<file path="src/ssr_pkg.sv">
package ssr_pkg;

    localparam int SAMPLE_WIDTH  = 24;
    localparam int SITE_WIDTH    = 24;
    localparam int CFG_WIDTH     = 24;
    localparam int CORDIC_STAGES = 20;
    localparam int SAMPLE_FRAC   = 20;
    localparam int DP_FRAC       = 36;
    localparam int GAIN_FRAC     = 30;
    localparam int GAIN_SHIFT    = SAMPLE_FRAC + GAIN_FRAC - DP_FRAC;
    localparam int OUT_SHIFT     = DP_FRAC - SAMPLE_FRAC;
    localparam int DP_WIDTH      = SAMPLE_WIDTH + OUT_SHIFT + 4;
    localparam int ANGLE_WIDTH   = 48;
    localparam int MAG_SHIFT     = 2 * SAMPLE_FRAC - 16;
    localparam int M16_WIDTH     = 2 * SAMPLE_WIDTH + 1 - MAG_SHIFT;
    localparam int GM_WIDTH      = CFG_WIDTH + M16_WIDTH + 1;
    localparam int SUM_WIDTH     = GM_WIDTH - 16 + 1;
    localparam int OPND_WIDTH    = 32;
    localparam int PROD_WIDTH    = CFG_WIDTH + 1 + OPND_WIDTH;
    localparam int RED_WIDTH     = 63;
    localparam int RED_STAGES    = 16;
    localparam int FRONT_DEPTH   = 7 + RED_STAGES + 2;
    localparam int QUEUE_DEPTH   = 4;
    localparam int QPTR_WIDTH    = $clog2(QUEUE_DEPTH);
    localparam int QCNT_WIDTH    = $clog2(QUEUE_DEPTH + 1);

    localparam logic signed [ANGLE_WIDTH-1:0] PI_Q44         = 48'sh3243F6A8885A;
    localparam logic signed [ANGLE_WIDTH-1:0] TWO_PI_Q44     = PI_Q44 * 2;
    localparam logic signed [ANGLE_WIDTH-1:0] HALF_PI_Q44    = PI_Q44 / 2;
    localparam logic signed [ANGLE_WIDTH-1:0] QUARTER_PI_Q44 = 48'sh0C90FDAA2217;
    localparam logic signed [SUM_WIDTH-1:0]   SUM_LIMIT      = SUM_WIDTH'(64'h7FFFFFFF);

    localparam logic [0:0] CFG_TIME_STEP   = 1'b0;
    localparam logic [0:0] CFG_INTERACTION = 1'b1;

    typedef struct packed {
        logic signed [DP_WIDTH-1:0]    x;
        logic signed [DP_WIDTH-1:0]    y;
        logic signed [ANGLE_WIDTH-1:0] z;
    } t_rot_word;

    function automatic logic [63:0] ssr_udiv(input logic [63:0] num, input logic [63:0] den);
        logic [63:0] rem;
        logic [63:0] quo;
        rem = '0;
        quo = '0;
        for (int b = 63; b >= 0; b--) begin
            rem = {rem[62:0], num[b]};
            if (rem >= den) begin
                rem    = rem - den;
                quo[b] = 1'b1;
            end
        end
        return quo;
    endfunction

    function automatic logic [63:0] ssr_isqrt(input logic [63:0] n_in);
        logic [63:0] n;
        logic [63:0] res;
        logic [63:0] bt;
        n   = n_in;
        res = '0;
        bt  = 64'd1 << 62;
        for (int j = 0; j < 32; j++) begin
            if (bt > n) begin
                bt = bt >> 2;
            end
        end
        for (int j = 0; j < 32; j++) begin
            if (bt != 0) begin
                if (n >= res + bt) begin
                    n   = n - (res + bt);
                    res = (res >> 1) + bt;
                end else begin
                    res = res >> 1;
                end
                bt = bt >> 2;
            end
        end
        return res;
    endfunction

    function automatic logic signed [63:0] ssr_atan_q44(input int i);
        logic signed [63:0] sum;
        logic signed [63:0] term;
        int e;
        sum = '0;
        if (i == 0) begin
            return 64'(QUARTER_PI_Q44);
        end
        for (int k = 0; k < 31; k++) begin
            e = i * (2 * k + 1);
            if (e <= 60) begin
                term = $signed(ssr_udiv(64'd1 << (60 - e), 64'(2 * k + 1)));
                if (k % 2 == 1) begin
                    sum = sum - term;
                end else begin
                    sum = sum + term;
                end
            end
        end
        return (sum + 64'sd32768) >>> 16;
    endfunction

    function automatic logic [63:0] ssr_inv_gain();
        logic [63:0] p;
        p = 64'd1 << 60;
        for (int i = 0; i < CORDIC_STAGES; i++) begin
            p = p + (p >> (2 * i));
        end
        return ssr_udiv(64'd1 << 60, ssr_isqrt(p));
    endfunction

    localparam logic signed [31:0] INV_GAIN = $signed(32'(ssr_inv_gain()));

endpackage

</file>
<file path="src/ssr_queue.sv">
module ssr_queue
    import ssr_pkg::*;
(
    input  logic      i_clk,
    input  logic      i_rst_n,
    input  logic      i_push,
    input  t_rot_word i_word,
    output logic      o_full,
    input  logic      i_pop,
    output t_rot_word o_word,
    output logic      o_valid
);

    t_rot_word r_mem [QUEUE_DEPTH];

    logic [QPTR_WIDTH-1:0] r_wr_ptr;
    logic [QPTR_WIDTH-1:0] r_rd_ptr;
    logic [QCNT_WIDTH-1:0] r_count;

    assign o_full  = (r_count == QCNT_WIDTH'(QUEUE_DEPTH));
    assign o_valid = (r_count != '0);
    assign o_word  = r_mem[r_rd_ptr];

    always_ff @(posedge i_clk) begin
        if (!i_rst_n) begin
            r_wr_ptr <= '0;
            r_rd_ptr <= '0;
            r_count  <= '0;
        end else begin
            if (i_push) begin
                r_wr_ptr <= r_wr_ptr + 1'b1;
            end
            if (i_pop) begin
                r_rd_ptr <= r_rd_ptr + 1'b1;
            end
            if (i_push && !i_pop) begin
                r_count <= r_count + 1'b1;
            end else if (!i_push && i_pop) begin
                r_count <= r_count - 1'b1;
            end
        end
    end

    always_ff @(posedge i_clk) begin
        if (i_push) begin
            r_mem[r_wr_ptr] <= i_word;
        end
    end

endmodule

</file>
<file path="config.mk">
export PLATFORM = sky130hd
export DESIGN_NAME = ssr_queue
export DESIGN_NICKNAME = d
export VERILOG_FILES = /design/src/ssr_pkg.sv /design/src/ssr_queue.sv
export SDC_FILE = /design/constraint.sdc
export NUM_CORES = 1
export LEC_CHECK = 0
export ABC_AREA = 1
export BUFFER_PORTS_ARGS = -buffer_cell sky130_fd_sc_hd__buf_2
export CAP_MARGIN = 20
export CORE_UTILIZATION = 30
export DETAILED_ROUTE_END_ITERATION = 8
export SYNTH_ARGS = -nofsm -noshare
export SYNTH_HDL_FRONTEND = slang
export SYNTH_SLANG_ARGS = --single-unit
</file>
<file path="constraint.sdc">
create_clock -name i_clk -period 11.8 [get_ports i_clk]
set_clock_uncertainty 0.15 [all_clocks]
set_input_delay 0.59 -clock i_clk [delete_from_list [all_inputs] [get_ports i_clk]]
set_output_delay 0.59 -clock i_clk [all_outputs]
set_load 0.005 [all_outputs]
</file>
# Word level (Yosys, flattened, before mapping)
# Memory sizes are Yosys's and may differ from the RTL's. A register that Yosys moved wholly into a read port is not among the register bits.
# Index checks and enable logic that the tools add are counted.
[word_totals] reg_bits=7 latchBits=0 ram_bits=544 rom_bits=0 in_bits=140 out_inout_bits=138 wordCells=21 n_memories=1
[mem_list] name="r_mem" depth=4 width=136 rd=1 rd_clocked_by_memory_dff=1 wr=1 line_no="ssr_queue.sv:14" text="t_rot_word r_mem [QUEUE_DEPTH];"
[classes] add_sub_neg=4 mul=0 n_div=0 magnitude_cmp=0 eq_ne=1 shift=0 n_mux=6 n_bitwise=0 n_reduce_logical=6
[ops] operator="3-bit two-way mux" n=2
[ops] operator="2-bit by 1-bit adder with 2-bit output (second input constant)" n=2
[ops] operator="2-bit two-way mux" n=2
[ops] operator="3-bit by 1-bit adder with 3-bit output (second input constant)" n=1
[ops] operator="3-bit equality test (second input constant)" n=1
[ops] operator="3-bit nonzero test" n=1
[ops] operator="3-bit by 1-bit subtractor with 3-bit output (second input constant)" n=1
[ops] operator="1-bit logical AND" n=2
[ops] operator="1-bit zero test" n=2
[ops] operator="1-bit two-way mux" n=2
[ops] operator="2-bit nonzero test" n=1

# Logic depth before layout (Yosys ltp)
[depth] depth_word=4 ltp_mapped=10 ltp_nobuf=10

# Least setup slack after synthesis
# No wires, ideal clock.
[synth_path] path_type="input to register" start="input port i_push" end="memory r_mem[0][0] (netlist name) (enable)" setup_time_ns=0.489 t_arrival_ns=3.242 path_slack_ns=7.919 stages=2 n_path_buf=0 path_cell_list="nand2_1 -> inv_1"
[synth_via] elab_chain_len=2
[synth_lines] element="from (decl)" line_no="ssr_queue.sv:6" text="input logic i_push,"
[synth_lines] element="1-bit two-way mux" line_no="ssr_queue.sv:45" text="if (i_push) begin"
[synth_lines] element="1-bit two-way mux (not written as such)" line_no="ssr_queue.sv:46" text="r_mem[r_wr_ptr] <= i_word;"
[synth_lines] element="to (decl)" line_no="ssr_queue.sv:14"
# Every way passes these cells.

==> key figures <==
Setup path
  – Worst-path fanout max: 89
  – Critical path type: reg -> out
  – Critical Path RT: 11.06 ns
  – Worst path arrival time: roughly 3.5 ns
  – CP endpoint kind: primary output
  – Worst setup SP type: flip-flop

Place
  – RD Place Congestion: approximately 0.72
  – DP HPWL: around 27000 um
  – Port bufs: around 280
  – Cells after DPL: about 2500
  – DP Worst Slack: about 8 ns

Timing
  – Fin crit period: about 4.2 ns
  – Max Clk Rate: 236.9 MHz
  – Actual slew at the worst max-slew pin: around 0.98 ns
  – Final WS setup: 7.578 ns
  – Setup violations, final: 0
  – Total Negative Setup Slacks: 0 ns
  – Fin. Hold Viols: 0
  – Max Slew Vio Count: 0
  – RSZ-0062 raised after global routing: no
  – Worst slew margin: 34.95%
  – Period utilization: a little over a third

Synth
  – Netlist cell types: 19
  – Synth Cell Area: 20470 um2
  – Sequential-to-total area share from yosys stat: approximately 80%
  – Mean area per synthesized cell: about 15 um2
  – Syn Nets: 1520
  – YS warnings: 0
  – Synth Instances: 1374
  – Post-synthesis register bit count: around 550

CTS
  – Clk pin slew, worst setup/hold paths: 0.06 ns
  – Post-CTS Resized: 0
  – H-tree Lvls: 2
  – Clock latency on the worst-skew pair: ~0.6 ns
  – CTS tree: yes
  – Clk sinks: between 500 and 600
  – CTS Buf Count: 59
  – CTS Hold Buffers Added: 11
  – Post-CTS setup buffer count: 0
  – Root Buffer Master: clkbuf_16
  – CTS Buffer Depth: 3

Finish
  – Fill count: roughly 6300
  – Fin cells: between 2000 and 3000
  – Ant. Diodes: 0
  – Finished Core Util: about 37%
  – Multi-input gate area: 3442 um2
  – Storage element area: roughly 17000 um2
  – Area grow syn2layout: 20.48%
  – Share of post-route cells with drive strength above 1: between 20% and 30%
  – Final nets: 1796

Global route
  – Maximum number of pins on one net before global-route repair: 196
  – Global route hottest layer: met2
  – Met3 Use GR: about 3.6%
  – Initial antenna violation count: 9
  – Vias in the first global route: 12340
  – Total GRT Usage: between 10% and 20%
  – GR Overflow Total: 0
  – GRT met2 Usage: 22.89%
  – First-pass GRT wire length: 73980 um
  – Met1 Use GR: between 10% and 20%

Detailed routing
  – WL final: 49640 um
  – DR pass1 iterations: 5
  – DRT iter0 DRCs: 933
  – Routed Antenna Nets: 0
  – DRC violations left: 0
  – Vias per cell: between 4 and 5
  – Via Count: ~12000
  – Wire per inst: about 19 um

Floorplan
  – Total die area: 69280 um2
  – Starting Density: between 30% and 40%
  – Ports: around 280
  – Chip height: 263.2 um
  – Core Area: roughly 67000 um2
  – Die X: between 200 and 300 um
  – Core Rows: 95

Pwr
  – Worst vdd ir: 96.40 uV
  – Design Power: roughly 4400 uW
  – Leakage power total: between 0.008 and 0.009 uW
  – Power per cell area: roughly 180 nW/um2

Run status
  – Outcome: finished, final reports clean

Hold path
  – HP Class: in -> reg

Job
  – Max cap viols: 0
## Yosys cell counts
| library cell | count | area [um2] |
|---|---|---|
| inv_1 | 15 | 56.30 |
| buf_2 | 18 | 90.09 |
| clkbuf_1 | 58 | 217.7 |
| inv_2 | 2 | 7.510 |
| buf_6 | 11 | 123.9 |
| a21oi_1 | 4 | 20.02 |
| o21ai_1 | 7 | 35.03 |
| buf_4 | 2 | 15.01 |
| dfxtp_1 | 9 | 180.2 |
| nor3_1 | 1 | 5.000 |
| nand3_1 | 1 | 5.000 |
| fa_1 | 1 | 20.02 |
| o21ai_0 | 271 | 1356 |
| edfxtp_1 | 544 | 16340 |
| ha_1 | 5 | 62.56 |
| o22ai_1 | 136 | 850.8 |
| nand4_1 | 1 | 6.260 |
| nor2_1 | 278 | 1044 |
| nand2_1 | 10 | 37.54 |
## power breakdown
part / switching [uW] / internal (uW)
logic: 239 / 120
registers: 22.7 / 2250
clock network: 754 / 1010
total: 1020 / 3370
## metrics by stage
stage | cell area (um2) | hold slack [ns]
finish | 24660 | 0.04673
global route | 24660 | 0.01456
CTS | 24630 | 0.0002479
detailed placement | 22670 | 0.2747
global placement | 22650 | 0.2659
floorplan | 20470 | 0.2615
## sequential cells by signal (all words and copies together) (netlist names), named ones only
signal,cells
r_wr_ptr,2
r_mem,544
r_rd_ptr,2
r_count,3
## cells in the final DEF (no fill, tap or decap), drive strengths merged
master,synthesis,layout
nand4,1,1
clkbuf,58,69
clkinvlp,0,5
buf,31,293
inv,17,24
o21ai,278,278
nand2,10,10
fa,1,1
clkinv,0,25
bufinv,0,4
nand3,1,1
dfxtp,9,9
dlygate4sd3,0,11
edfxtp,544,544
ha,5,5
a21oi,4,4
o22ai,136,136
nor3,1,1
nor2,278,278
## worst max-delay path, cell delays in order (launching register included)
cell and delay [ns]:
dfxtp_4 0.57, buf_4 0.64, buf_4 0.80, o21ai_0 0.21, o22ai_1 0.25, buf_2 0.16
## cell type report
type	instances	share of cell area (%)
multi-input combinational	715	13.96
timing repair buffer	304	6.718
tap	873	4.429
sequential	553	67.00
clock inverter	41	1.360
inverter	17	0.3907
clock buffer	69	6.139
## cells by family after synthesis
| kind of cell | count (synthesis) | synth area share (%) |
|---|---|---|
| buffers and inverters | 106 | 2.494 |
| DFF | 553 | 80.69 |
| adders and majority gates | 6 | 0.4035 |
| and+or+nand+nor | 291 | 5.361 |
| AOI/OAI and AO/OA | 418 | 11.05 |
## worst paths after layout
path	startpoint	to	slack, ns	cells after the start
setup / recovery	flip-flop	o_word[125]	7.58	5
setup reg to reg	r_wr_ptr[0]	r_mem[0][4]	9.36	5
hold / removal	i_word[48]	r_mem[0][48]	0.05	1
hold reg to reg	r_rd_ptr[1]	flip-flop	0.28	1
## metal layers
metal / part of all wire, % / wire length, um / vias to the layer above
met4: 2.2 / 1078 / 14
met3: 6.6 / 3258 / 90
met1: 44 / 21720 / 6175
li1: - / - / 5762
met2: 47 / 23490 / 350
met5: 0.18 / 91 / -
Power figures use the tool's default switching activity.
